[config.mk]
export PLATFORM = sky130hd
export DESIGN_NAME = mandelbrot_escape_pixel
export DESIGN_NICKNAME = d
export VERILOG_FILES = /design/src/hdl/mep_pkg.sv /design/src/hdl/mep_core.sv /design/src/hdl/mandelbrot_escape_pixel.sv
export SDC_FILE = /design/constraint.sdc
export NUM_CORES = 2
export LEC_CHECK = 0
export ABC_AREA = 1
export BUFFER_PORTS_ARGS = -buffer_cell sky130_fd_sc_hd__buf_2
export CELL_PAD_IN_SITES_DETAIL_PLACEMENT = 1
export CELL_PAD_IN_SITES_GLOBAL_PLACEMENT = 1
export CORE_MARGIN = 5
export CORE_UTILIZATION = 50
export CTS_CLUSTER_SIZE = 24
export DETAILED_ROUTE_END_ITERATION = 8
export GPL_TIMING_DRIVEN = 0
export MAX_ROUTING_LAYER = met4
export PLACE_DENSITY_LB_ADDON = 0.1
export SYNTH_ARGS = -nofsm -noshare
export SYNTH_HDL_FRONTEND = slang
export SYNTH_SLANG_ARGS = --single-unit
[constraint.sdc]
create_clock -name aclk -period 13.79 [get_ports aclk]
set_input_delay 0.6895 -clock aclk [delete_from_list [all_inputs] [get_ports aclk]]
set_output_delay 0.6895 -clock aclk [all_outputs]
set_load 0.03 [all_outputs]
[src/hdl/mep_pkg.sv]
// Shared types, constants and helpers for the Mandelbrot escape-time pixel block.
// No dependencies; imported by mep_core, mandelbrot_escape_pixel and the testbench.
`default_nettype none

package mep_pkg;

    localparam int FRAC_BITS          = 28;
    localparam int IMAGE_WIDTH        = 512;
    localparam int MAX_ITERATIONS_DEF = 255;

    localparam int DATA_W = 32;   // config register width
    localparam int POS_W  = 9;    // pixel column / row width
    localparam int IDX_W  = 18;   // frame buffer index width
    localparam int COL_W  = 8;    // colour component width
    localparam int CFG_AW = 3;    // config index width

    localparam int C_W   = 42;    // exact c = start + pos * step
    localparam int N_W   = 44;    // unclamped z' before range check
    localparam int Z_W   = 31;    // z component after range check, |z| <= 2.0
    localparam int SQ_W  = 59;    // z component squared
    localparam int MUL_W = 32;
    localparam int PRD_W = 64;

    localparam logic [CFG_AW-1:0] REG_START_RE = CFG_AW'(0);
    localparam logic [CFG_AW-1:0] REG_START_IM = CFG_AW'(1);
    localparam logic [CFG_AW-1:0] REG_STEP_RE  = CFG_AW'(2);
    localparam logic [CFG_AW-1:0] REG_STEP_IM  = CFG_AW'(3);

    localparam logic signed [DATA_W-1:0] START_RE_RST = -32'sd536870912;
    localparam logic signed [DATA_W-1:0] START_IM_RST = -32'sd536870912;
    localparam logic signed [DATA_W-1:0] STEP_RE_RST  = 32'sd2684355;
    localparam logic signed [DATA_W-1:0] STEP_IM_RST  = 32'sd2684355;

    typedef enum logic [3:0] {
        ST_IDLE,
        ST_C_RE,
        ST_C_IM,
        ST_INIT,
        ST_UPDATE,
        ST_SQ_RE,
        ST_SQ_IM,
        ST_CROSS,
        ST_DONE
    } mep_state_t;

    typedef struct packed {
        logic start;   // launch a pixel, valid while idle
        logic ack;     // count taken into the output register
    } mep_ctl_t;

    typedef struct packed {
        logic idle;
        logic done;
    } mep_sts_t;

    // x mod 255 by folding bytes (256 == 1 mod 255)
    function automatic logic [COL_W-1:0] mep_mod255(input logic [15:0] x);
        logic [8:0] s;
        logic [8:0] t;
        s = {1'b0, x[7:0]} + {1'b0, x[15:8]};
        t = {1'b0, s[7:0]} + {8'd0, s[8]};
        if (t >= 9'd255) begin
            t = t - 9'd255;
        end
        return t[COL_W-1:0];
    endfunction

endpackage

`default_nettype wire

[src/hdl/mep_core.sv]
// Escape-time iteration engine: one shared 32x32 multiplier under a small sequencer.
// Depends on mep_pkg.
`default_nettype none

module mep_core #(
    parameter int MAX_ITERATIONS = mep_pkg::MAX_ITERATIONS_DEF
) (
    input  wire logic                                     aclk,
    input  wire logic                                     aresetn,
    input  wire mep_pkg::mep_ctl_t                        ctl,
    output mep_pkg::mep_sts_t                             sts,
    input  wire logic [mep_pkg::POS_W-1:0]                pixel_col,
    input  wire logic [mep_pkg::POS_W-1:0]                pixel_row,
    input  wire logic signed [mep_pkg::DATA_W-1:0]        start_re,
    input  wire logic signed [mep_pkg::DATA_W-1:0]        start_im,
    input  wire logic signed [mep_pkg::DATA_W-1:0]        step_re,
    input  wire logic signed [mep_pkg::DATA_W-1:0]        step_im,
    output logic [$clog2(MAX_ITERATIONS+1)-1:0]           count
);
    import mep_pkg::*;

    localparam int CNT_W = $clog2(MAX_ITERATIONS + 1);
    localparam logic [CNT_W-1:0] CNT_MAX = CNT_W'(MAX_ITERATIONS);
    localparam logic signed [N_W-1:0] LIM_POS = N_W'(1) << (FRAC_BITS + 1);
    localparam logic signed [N_W-1:0] LIM_NEG = -LIM_POS;
    localparam logic [SQ_W:0] FOUR_Q56 = (SQ_W + 1)'(1) << (2 * FRAC_BITS + 2);

    mep_state_t state_reg, state_next;
    logic [CNT_W-1:0] n_reg, n_next;
    logic [POS_W-1:0] col_reg, col_next;
    logic [POS_W-1:0] row_reg, row_next;
    logic signed [C_W-1:0] c_re_reg, c_re_next;
    logic signed [C_W-1:0] c_im_reg, c_im_next;
    logic signed [Z_W-1:0] re_reg, re_next;
    logic signed [Z_W-1:0] im_reg, im_next;
    logic [SQ_W-1:0] rr_reg, rr_next;
    logic [SQ_W-1:0] ii_reg, ii_next;
    logic signed [PRD_W-1:0] prod_reg;

    logic signed [MUL_W-1:0] mul_a;
    logic signed [MUL_W-1:0] mul_b;
    logic signed [PRD_W-1:0] diff;
    logic signed [N_W-1:0] nre;
    logic signed [N_W-1:0] nim;
    logic out_of_range;
    logic [SQ_W:0] mag_sum;

    always_comb begin
        diff = $signed({{(PRD_W-SQ_W){1'b0}}, rr_reg})
             - $signed({{(PRD_W-SQ_W){1'b0}}, ii_reg});
        nre = N_W'(diff >>> FRAC_BITS) + N_W'(c_re_reg);
        // floor(2*re*im / 2^28) == floor(re*im / 2^27)
        nim = N_W'(prod_reg >>> (FRAC_BITS - 1)) + N_W'(c_im_reg);
        out_of_range = (nre > LIM_POS) || (nre < LIM_NEG)
                    || (nim > LIM_POS) || (nim < LIM_NEG);
        mag_sum = {1'b0, rr_reg} + {1'b0, prod_reg[SQ_W-1:0]};
    end

    always_comb begin
        state_next = state_reg;
        n_next     = n_reg;
        col_next   = col_reg;
        row_next   = row_reg;
        c_re_next  = c_re_reg;
        c_im_next  = c_im_reg;
        re_next    = re_reg;
        im_next    = im_reg;
        rr_next    = rr_reg;
        ii_next    = ii_reg;
        mul_a      = '0;
        mul_b      = '0;
        sts.idle   = 1'b0;
        sts.done   = 1'b0;
        case (state_reg)
            ST_IDLE: begin
                sts.idle = 1'b1;
                if (ctl.start) begin
                    col_next   = pixel_col;
                    row_next   = pixel_row;
                    state_next = ST_C_RE;
                end
            end
            ST_C_RE: begin
                mul_a      = MUL_W'(col_reg);
                mul_b      = step_re;
                state_next = ST_C_IM;
            end
            ST_C_IM: begin
                c_re_next  = C_W'(start_re) + C_W'(prod_reg);
                mul_a      = MUL_W'(row_reg);
                mul_b      = step_im;
                state_next = ST_INIT;
            end
            ST_INIT: begin
                // zero operands leave re*im == 0 for the first update
                c_im_next  = C_W'(start_im) + C_W'(prod_reg);
                n_next     = '0;
                rr_next    = '0;
                ii_next    = '0;
                state_next = ST_UPDATE;
            end
            ST_UPDATE: begin
                if (n_reg == CNT_MAX || out_of_range) begin
                    state_next = ST_DONE;
                end else begin
                    re_next    = Z_W'(nre);
                    im_next    = Z_W'(nim);
                    state_next = ST_SQ_RE;
                end
            end
            ST_SQ_RE: begin
                mul_a      = MUL_W'(re_reg);
                mul_b      = MUL_W'(re_reg);
                state_next = ST_SQ_IM;
            end
            ST_SQ_IM: begin
                rr_next    = prod_reg[SQ_W-1:0];
                mul_a      = MUL_W'(im_reg);
                mul_b      = MUL_W'(im_reg);
                state_next = ST_CROSS;
            end
            ST_CROSS: begin
                ii_next = prod_reg[SQ_W-1:0];
                if (mag_sum > FOUR_Q56) begin
                    state_next = ST_DONE;
                end else begin
                    mul_a      = MUL_W'(re_reg);
                    mul_b      = MUL_W'(im_reg);
                    n_next     = n_reg + CNT_W'(1);
                    state_next = ST_UPDATE;
                end
            end
            ST_DONE: begin
                sts.done = 1'b1;
                if (ctl.ack) begin
                    state_next = ST_IDLE;
                end
            end
            default: begin
                state_next = ST_IDLE;
            end
        endcase
    end

    always_ff @(posedge aclk) begin
        if (!aresetn) begin
            state_reg <= ST_IDLE;
        end else begin
            state_reg <= state_next;
        end
    end

    always_ff @(posedge aclk) begin
        n_reg    <= n_next;
        col_reg  <= col_next;
        row_reg  <= row_next;
        c_re_reg <= c_re_next;
        c_im_reg <= c_im_next;
        re_reg   <= re_next;
        im_reg   <= im_next;
        rr_reg   <= rr_next;
        ii_reg   <= ii_next;
        prod_reg <= mul_a * mul_b;
    end

    assign count = n_reg;

    a_start_launches: assert property (@(posedge aclk) disable iff (!aresetn)
        (sts.idle && ctl.start) |=> (state_reg == ST_C_RE))
        else $error("start not taken by idle engine");

    a_count_bounded: assert property (@(posedge aclk) disable iff (!aresetn)
        (state_reg == ST_DONE) |-> (n_reg <= CNT_MAX))
        else $error("iteration count beyond limit");

    a_z_in_range: assert property (@(posedge aclk) disable iff (!aresetn)
        (state_reg == ST_SQ_RE) |->
            ((N_W'(re_reg) <= LIM_POS) && (N_W'(re_reg) >= LIM_NEG)
             && (N_W'(im_reg) <= LIM_POS) && (N_W'(im_reg) >= LIM_NEG)))
        else $error("z component outside +/-2.0 after range check");

    a_done_holds: assert property (@(posedge aclk) disable iff (!aresetn)
        (sts.done && !ctl.ack) |=> sts.done)
        else $error("finished count dropped before it was taken");

endmodule

`default_nettype wire

[src/hdl/mandelbrot_escape_pixel.sv]
// Top level of the Mandelbrot escape-time pixel evaluator: view registers,
// input capture, gradient colour and output register. Depends on mep_pkg, mep_core.
//
//  channel   direction  handshake              payload
//  s_        in         s_valid / s_ready      s_pixel_col, s_pixel_row
//  m_        out        m_valid / m_ready      m_escape_count, m_red, m_green, m_blue,
//                                              m_pixel_index
//  cfg_      in         cfg_valid / cfg_ready  cfg_index, cfg_data (always ready)
//
// One pixel at a time. Each iteration runs ST_UPDATE, ST_SQ_RE, ST_SQ_IM and ST_CROSS in
// turn around the single shared 32x32 multiplier (three products per iteration plus the
// update step). s_ready rises again once the count moves into the output register, so
// the next pixel can run while the previous result waits on m_ready. Reset is synchronous
// on aresetn and loads the default view.
`default_nettype none

module mandelbrot_escape_pixel #(
    parameter int MAX_ITERATIONS = mep_pkg::MAX_ITERATIONS_DEF
) (
    input  wire logic                           aclk,
    input  wire logic                           aresetn,
    input  wire logic                           s_valid,
    output logic                                s_ready,
    input  wire logic [mep_pkg::POS_W-1:0]      s_pixel_col,
    input  wire logic [mep_pkg::POS_W-1:0]      s_pixel_row,
    output logic                                m_valid,
    input  wire logic                           m_ready,
    output logic [mep_pkg::COL_W-1:0]           m_escape_count,
    output logic [mep_pkg::COL_W-1:0]           m_red,
    output logic [mep_pkg::COL_W-1:0]           m_green,
    output logic [mep_pkg::COL_W-1:0]           m_blue,
    output logic [mep_pkg::IDX_W-1:0]           m_pixel_index,
    input  wire logic                           cfg_valid,
    output logic                                cfg_ready,
    input  wire logic [mep_pkg::CFG_AW-1:0]     cfg_index,
    input  wire logic [mep_pkg::DATA_W-1:0]     cfg_data
);
    import mep_pkg::*;

    localparam int CNT_W = $clog2(MAX_ITERATIONS + 1);

    logic signed [DATA_W-1:0] start_re_reg;
    logic signed [DATA_W-1:0] start_im_reg;
    logic signed [DATA_W-1:0] step_re_reg;
    logic signed [DATA_W-1:0] step_im_reg;

    logic [IDX_W-1:0] idx_reg;
    logic             m_valid_reg, m_valid_next;
    logic [COL_W-1:0] cnt_out_reg;
    logic [COL_W-1:0] red_reg;
    logic [COL_W-1:0] green_reg;
    logic [COL_W-1:0] blue_reg;
    logic [IDX_W-1:0] idx_out_reg;

    mep_ctl_t         ctl;
    mep_sts_t         sts;
    logic [CNT_W-1:0] count;
    logic             s_accept;
    logic [15:0]      cnt_ext;

    assign cfg_ready = 1'b1;
    assign s_ready   = sts.idle;
    assign s_accept  = s_valid && s_ready;
    assign ctl.start = s_accept;
    assign ctl.ack   = sts.done && (!m_valid_reg || m_ready);
    assign cnt_ext   = 16'(count);

    always_ff @(posedge aclk) begin
        if (!aresetn) begin
            start_re_reg <= START_RE_RST;
            start_im_reg <= START_IM_RST;
            step_re_reg  <= STEP_RE_RST;
            step_im_reg  <= STEP_IM_RST;
        end else if (cfg_valid && cfg_ready) begin
            case (cfg_index)
                REG_START_RE: start_re_reg <= cfg_data;
                REG_START_IM: start_im_reg <= cfg_data;
                REG_STEP_RE:  step_re_reg  <= cfg_data;
                REG_STEP_IM:  step_im_reg  <= cfg_data;
                default: ;
            endcase
        end
    end

    mep_core #(
        .MAX_ITERATIONS (MAX_ITERATIONS)
    ) u_core (
        .aclk      (aclk),
        .aresetn   (aresetn),
        .ctl       (ctl),
        .sts       (sts),
        .pixel_col (s_pixel_col),
        .pixel_row (s_pixel_row),
        .start_re  (start_re_reg),
        .start_im  (start_im_reg),
        .step_re   (step_re_reg),
        .step_im   (step_im_reg),
        .count     (count)
    );

    always_comb begin
        m_valid_next = m_valid_reg;
        if (ctl.ack) begin
            m_valid_next = 1'b1;
        end else if (m_ready) begin
            m_valid_next = 1'b0;
        end
    end

    always_ff @(posedge aclk) begin
        if (!aresetn) begin
            m_valid_reg <= 1'b0;
        end else begin
            m_valid_reg <= m_valid_next;
        end
    end

    always_ff @(posedge aclk) begin
        if (s_accept) begin
            idx_reg <= IDX_W'(32'(s_pixel_row) * IMAGE_WIDTH + 32'(s_pixel_col));
        end
        if (ctl.ack) begin
            cnt_out_reg <= COL_W'(count);
            red_reg     <= mep_mod255(16'(cnt_ext * 16'd5));
            green_reg   <= mep_mod255(16'(cnt_ext * 16'd2));
            blue_reg    <= mep_mod255(cnt_ext);
            idx_out_reg <= idx_reg;
        end
    end

    assign m_valid        = m_valid_reg;
    assign m_escape_count = cnt_out_reg;
    assign m_red          = red_reg;
    assign m_green        = green_reg;
    assign m_blue         = blue_reg;
    assign m_pixel_index  = idx_out_reg;

    a_one_in_flight: assert property (@(posedge aclk) disable iff (!aresetn)
        s_accept |=> !s_ready)
        else $error("second transaction accepted while a pixel is in flight");

    a_ack_loads_output: assert property (@(posedge aclk) disable iff (!aresetn)
        ctl.ack |=> m_valid)
        else $error("finished count did not reach the output register");

    a_no_overwrite: assert property (@(posedge aclk) disable iff (!aresetn)
        (m_valid && !m_ready) |-> !ctl.ack)
        else $error("pending result overwritten");

endmodule

`default_nettype wire

After elaboration in Yosys (flattened, before gate mapping)
Index checks and enable logic that the tools add are counted.
Operators by class
  $mul: 2
  equal/unequal tests: 15
  order comparisons: 8
  add/sub/neg operators: 15
  bitwise gates (word level): 1
  reductions and logical operators: 21
  mux-type cells: 20
Operators with widths (number)
  one-hot mux 32 bit (5 select lines): 2
  one-hot mux 59 bit (2 select lines): 2
  greater-than comparator 44 x 31 -> 1 bit, second input constant: 2
  < comparator 44 x 30 -> 1 bit, second input constant: 2
  adder 32 x 42 -> 42 bit: 2
  multiplier 32 x 32 -> 64 bit: 1
  two-way mux 32 bit: 2
  adder 59 x 59 -> 60 bit: 1
  greater-than comparator 60 x 59 -> 1 bit, second input constant: 1
  subtractor 59 x 59 -> 60 bit: 1
  adder 32 x 42 -> 43 bit: 1
  adder 37 x 42 -> 43 bit: 1
  one-hot mux 4 bit (9 select lines): 1
  two-way mux 8 bit: 4
  adder 8 x 1 -> 9 bit: 3
  subtractor 8 bit, second input constant: 3
  adder 18 x 9 -> 18 bit: 1
  >= comparator 9 x 8 -> 1 bit, second input constant: 2
  equality test 4 x 3 -> 1 bit, second input constant: 4
  two-way mux 4 bit: 4
  one-hot mux 8 bit (2 select lines): 1
  AND reduction 2 bit: 8
  multiplier 8 x 3 -> 11 bit, second input constant: 1
  adder 8 x 3 -> 9 bit: 1
  17 further kinds: 31
Storage, ports and cells
  logic and storage cells: 104
  flip-flop bits (word level): 555

Depth between registers and ports, before layout
  depth in word-level cells: 9
  gate-level depth with buffers: 57
  mapped depth without buffers: 55

Modules after synthesis
From an unflattened synthesis, not the netlist that was laid out.
Unflattened totals
  cell total of the unflattened synthesis: 10468
  area total of the unflattened synthesis: 78322.6 um2
Modules (own cells, without submodules)
  mep_core: cells an instance 9620, instances 1, area each 70671.5 um2
  mandelbrot_escape_pixel: cells an instance 848, instances 1, area each 7651.1 um2

Worst setup path after synthesis
Ideal clock, no wire load.
  kind: register to register
  start: reg u_core.rr_reg[0]
  end: reg u_core.prod_reg[62]
  setup slack: 4.444 ns
  data arrival time: 9.273 ns
  stages on the path, launching flop included: 49
  library setup time: 0.072 ns
  buffers on the path: 1
  cells stage by stage: edfxtp_1 > ha_1 > fa_1 > nand3_1 > nand3_2 > nand2_1 > nand2_1 > nand2_1 > nand2_1 > nand2_1 > nand2_1 > nand2_1 > nand2_1 > a21oi_1 > nand2_1 > nor2_1 > nand2_1 > nor2_1 > [... 13 more ...] > inv_1 > fa_1 > inv_1 > fa_1 > inv_1 > fa_1 > fa_1 > inv_1 > ha_1 > a21oi_1 > o21a_1 > inv_1 > a21oi_1 > inv_1 > a221oi_1 > o211ai_1 > a21oi_1 > xnor2_1
Between the ends
  longest elaborated chain between the ends: 5
  elaborated cells between the ends (all ways): 7
RTL lines
  start: declaration: line mep_core.sv:36  | logic [SQ_W-1:0] rr_reg, rr_next;
  start signal: assignment: line mep_core.sv:161  | rr_reg <= rr_next;
  adder 59 x 59 -> 60 bit *: line mep_core.sv:56  | mag_sum = {1'b0, rr_reg} + {1'b0, prod_reg[SQ_W-1:0]};
  greater-than comparator 60 x 59 -> 1 bit *: line mep_core.sv:124  | if (mag_sum > FOUR_Q56) begin
  two-way mux 32 bit: line mep_core.sv:124
  one-hot mux 32 bit (5 select lines): line mep_core.sv:74  | case (state_reg)
  multiplier 32 x 32 -> 64 bit *: line mep_core.sv:163  | prod_reg <= mul_a * mul_b;
  end signal: assignment: line mep_core.sv:163
  end: declaration: line mep_core.sv:38  | logic signed [PRD_W-1:0] prod_reg;
Every way passes the cells marked *; elsewhere a longest branch is shown, timed or not.
A chain may end at the register's enable or synchronous reset.

Worst setup path after layout
  start: reg u_core.prod_reg[30]
  end: reg u_core.prod_reg[62]
Between the ends
  longest elaborated chain between the ends: 5
  elaborated cells between the ends (all ways): 7
RTL lines (line)
  adder 59 x 59 -> 60 bit *: mep_core.sv:56
  greater-than comparator 60 x 59 -> 1 bit *: mep_core.sv:124
  two-way mux 32 bit: mep_core.sv:124
  one-hot mux 32 bit (5 select lines): mep_core.sv:74
  multiplier 32 x 32 -> 64 bit *: mep_core.sv:163
Marked as above.

==> impl_metrics.prom <==
# TYPE chip_impl_metric gauge
chip_impl_info{name="result_of_the_run",value="completed"} 1
chip_impl_info{name="synth_most_common_cell",value="nand2_1"} 1
chip_impl_metric{name="yosys.area.top_type_share",unit="%"} 27.7
chip_impl_metric{name="postSynth.asyncResetShare",unit="%"} 0
chip_impl_metric{name="final_layout_size_suffix_gt1_share",unit="%"} 5.07
chip_impl_info{name="rsz_0062_raised_after_global_routing",value="no"} 1
chip_impl_metric{name="netlist_instances",unit=""} 10400
chip_impl_metric{name="fin_crit",unit="ns"} 13.52
chip_impl_metric{name="cts_hold_repair.buffers",unit=""} 0
chip_impl_metric{name="total_placed_instance_area",unit="µm²"} 80700
chip_impl_metric{name="final_area",unit="µm²"} 82900
chip_impl_metric{name="setup_violations",unit=""} 0
chip_impl_metric{name="numClockSinks",unit=""} 537
chip_impl_metric{name="ant_nets",unit=""} 0
chip_impl_metric{name="largest_net_degree_at_the_start_of_global_routing",unit=""} 38
chip_impl_metric{name="netlist_area",unit="µm²"} 77300
chip_impl_metric{name="chipWidth",unit="µm"} 403
chip_impl_metric{name="cts_max_level",unit=""} 2
chip_impl_metric{name="grt_first_pass_wirelength",unit="µm"} 500000
chip_impl_metric{name="floorplan.initialDensity",unit="%"} 50.2
chip_impl_metric{name="holdWs",unit="ns"} 0.203
chip_impl_metric{name="numCtsBuffers",unit=""} 61
chip_impl_metric{name="fp.coreArea",unit="µm²"} 154000
chip_impl_metric{name="design.portCount",unit=""} 111
chip_impl_metric{name="largest_register_ff_count",unit=""} 64
chip_impl_metric{name="ys_ff_latch",unit=""} 537
chip_impl_metric{name="grt_remaining_overflow",unit=""} 0
chip_impl_metric{name="relSlewSlack",unit="%"} 15.5
chip_impl_info{name="setup.worst_path.end_class",value="flop"} 1
chip_impl_metric{name="report.final.slew_viol_count",unit=""} 0
chip_impl_metric{name="vdd.ir_drop.worst",unit="µV"} 104
chip_impl_metric{name="routed-via-count",unit=""} 72200
chip_impl_metric{name="max_stage_delay",unit="ns"} 1.10
chip_impl_metric{name="synth_warnings",unit=""} 0
chip_impl_metric{name="tritonroute_pass_1_iters",unit=""} 8
chip_impl_metric{name="clk_pin_slew",unit="ns"} 0.07
chip_impl_metric{name="chipHeight",unit="µm"} 403
chip_impl_metric{name="clkLatencyLatePin",unit="ns"} 0.73
chip_impl_metric{name="cp_max_fanout",unit=""} 10
chip_impl_metric{name="hold_viol",unit=""} 0
chip_impl_info{name="yosys_most_used_dff",value="edfxtp_1"} 1
chip_impl_metric{name="fmaxAchievable",unit="GHz"} 0.0740
chip_impl_metric{name="drt-vias-per-instance",unit=""} 5.70
chip_impl_metric{name="finalCoreUtilization",unit="%"} 53.9
chip_impl_info{name="netlist_top_cells_count",value="2787 x nand2_1, 2617 x inv_1, 1068 x fa_1"} 1
chip_impl_metric{name="required",unit="ns"} 14.42
chip_impl_metric{name="power_leakage",unit="nW"} 46.4
chip_impl_metric{name="timing.critical_path.arrival",unit="ns"} 14.15
chip_impl_metric{name="postSynthAreaPerCell",unit="µm²"} 7.47
chip_impl_metric{name="grt_pass1_vias",unit=""} 76100
chip_impl_metric{name="worst_setup_skew_after_layout",unit="ns"} 0.0661
chip_impl_metric{name="post-dp-hpwl",unit="µm"} 290000
chip_impl_metric{name="final.setup.tns",unit="ns"} 0
chip_impl_info{name="hold_path_class",value="in2reg"} 1
chip_impl_info{name="worstSetupPathType",value="reg2reg"} 1
chip_impl_metric{name="grtUsageTotal",unit="%"} 43.1
chip_impl_metric{name="place.gp.congestion",unit=""} 1.04
chip_impl_info{name="critPathSlowestCell",value="dfxtp_1"} 1
chip_impl_metric{name="finalWirelength",unit="µm"} 343000
chip_impl_metric{name="die-area",unit="µm²"} 163000
chip_impl_metric{name="drc",unit=""} 0
chip_impl_metric{name="routedWlPerCell",unit="µm"} 27.1
chip_impl_info{name="timing.critical_path.mode_cell",value="nand2_1"} 1
chip_impl_metric{name="final_nets",unit=""} 12200
chip_impl_info{name="synth_area_leader",value="fa_1"} 1
chip_impl_metric{name="timing.max_cap.violations",unit=""} 0
chip_impl_info{name="clock-root-buffer",value="clkbuf_16"} 1
chip_impl_metric{name="area.growth.synth_to_final",unit="%"} 7.19
chip_impl_metric{name="yosysUniqueCellTypes",unit=""} 54
chip_impl_metric{name="detail_route.iter0.violations",unit=""} 7068
chip_impl_metric{name="clock_path_buffers",unit=""} 3
chip_impl_info{name="synth_top_area_cells",value="fa_1 28%, nand2_1 14%, edfxtp_1 13%"} 1
chip_impl_metric{name="synthesis.nets",unit=""} 12000
chip_impl_metric{name="placement_rows",unit=""} 144
chip_impl_metric{name="seq_area_frac_synth",unit="%"} 18.3
chip_impl_info{name="cts_tree",value="yes"} 1
chip_impl_metric{name="pin_slew_with_the_least_headroom_to_its_limit",unit="ns"} 1.27
chip_impl_metric{name="buffer_ports.inserted",unit=""} 108
chip_impl_metric{name="synth-edff-count",unit=""} 340
chip_impl_metric{name="timing.final.crit_share",unit="%"} 98.0
chip_impl_info{name="critPathLaunchType",value="flop"} 1
chip_impl_metric{name="pwr_density_cell",unit="nW/µm²"} 95.5
chip_impl_metric{name="antenna_found_initial",unit=""} 38
[cell families (layout without fill, tap and decap cells)]
family                   count (synthesis)  in the layout  share of synthesized area (%)
AND/OR/NAND/NOR                       4236           4236                           22.1
adder cells (fa/ha/maj)               1554           1554                           35.5
flip-flops                             537            537                           18.3
buffers and inverters                 2899           3135                           15.0
XOR/XNOR                               232            232                           2.63
AO/OA/AOI/OAI                          898            898                           6.44
other                                    1             27                        0.00485
[cells in the final DEF (no fill, tap or decap), drive strengths merged, types with 32 or more instances in the layout]
cell / count
xor2: 141
o21a: 35
o21ai: 265
a31oi: 59
edfxtp: 340
clkbuf: 136
nor3: 51
nand3b: 32
inv: 2632
dfxtp: 197
nor2: 873
xnor2: 91
nand3: 360
a21oi: 433
buf: 325
nand2: 2815
ha: 486
fa: 1068
nand4: 70
[timing repair]
item | 4_1_cts | 5_1_grt
setup buffers | 0 | 0
endpoints found under the setup margin | 0 | 2
resized for setup | 0 | 10
[stage by stage]
stage / std cells / setup slack (ns) / power [mW]
global route: 12700 / 0.275 / 8.27
finish: 12700 / 0.274 / 7.92
detailed placement: 12500 / 0.321 / 6.00
global placement: 12500 / 0.595 / 5.88
floorplan: 10400 / 4.44 / 4.40
CTS: 12600 / 0.318 / 7.81
[power by group]
part           switching, mW  internal [mW]
logic                   2.72           1.16
clock network          0.780          0.997
registers              0.356           1.90
[per-layer routing]
metal / track usage (%) / routed length (µm) / up-vias
met2: 64.7 / 150000 / 3526
li1: - / - / 31300
met4: 25.0 / 25200 / 0
met3: 9.72 / 35200 / 960
met1: 53.6 / 132000 / 36400
met5: - / 0 / -
[cell type report]
class | instances | area [µm²]
Fill cell | 19700 | 71000
Multi-Input combinational cell | 6921 | 51600
Sequential cell | 537 | 14200
Inverter | 2627 | 9860
Tap cell | 2044 | 2560
Buffer | 272 | 1720
Clock buffer | 67 | 1560
Timing Repair Buffer | 122 | 746
Clock inverter | 47 | 572
Antenna cell | 26 | 65.1
[worst paths after layout]
path / to / start / slack, ns / depth (start not counted)
max: u_core.prod_reg[62] / u_core.prod_reg[30] / 0.27 / 42
min: idx_reg[6] / s_pixel_col[6] / 0.20 / 1
max reg2reg: u_core.prod_reg[62] / u_core.prod_reg[30] / 0.27 / 42
min reg2reg: step_im_reg[12] / step_im_reg[12] / 0.46 / 2
[worst max-delay path: cells and delay by family (launching register included)]
kind / cells / cell delay, ns
adder cells (fa/ha/maj): 10 / 5.24
XOR/XNOR: 1 / 0.18
flip-flops: 1 / 1.10
AND/OR/NAND/NOR: 17 / 2.77
AO/OA/AOI/OAI: 6 / 2.43
buffers and inverters: 8 / 1.69
(Power assumes the default switching activity.)
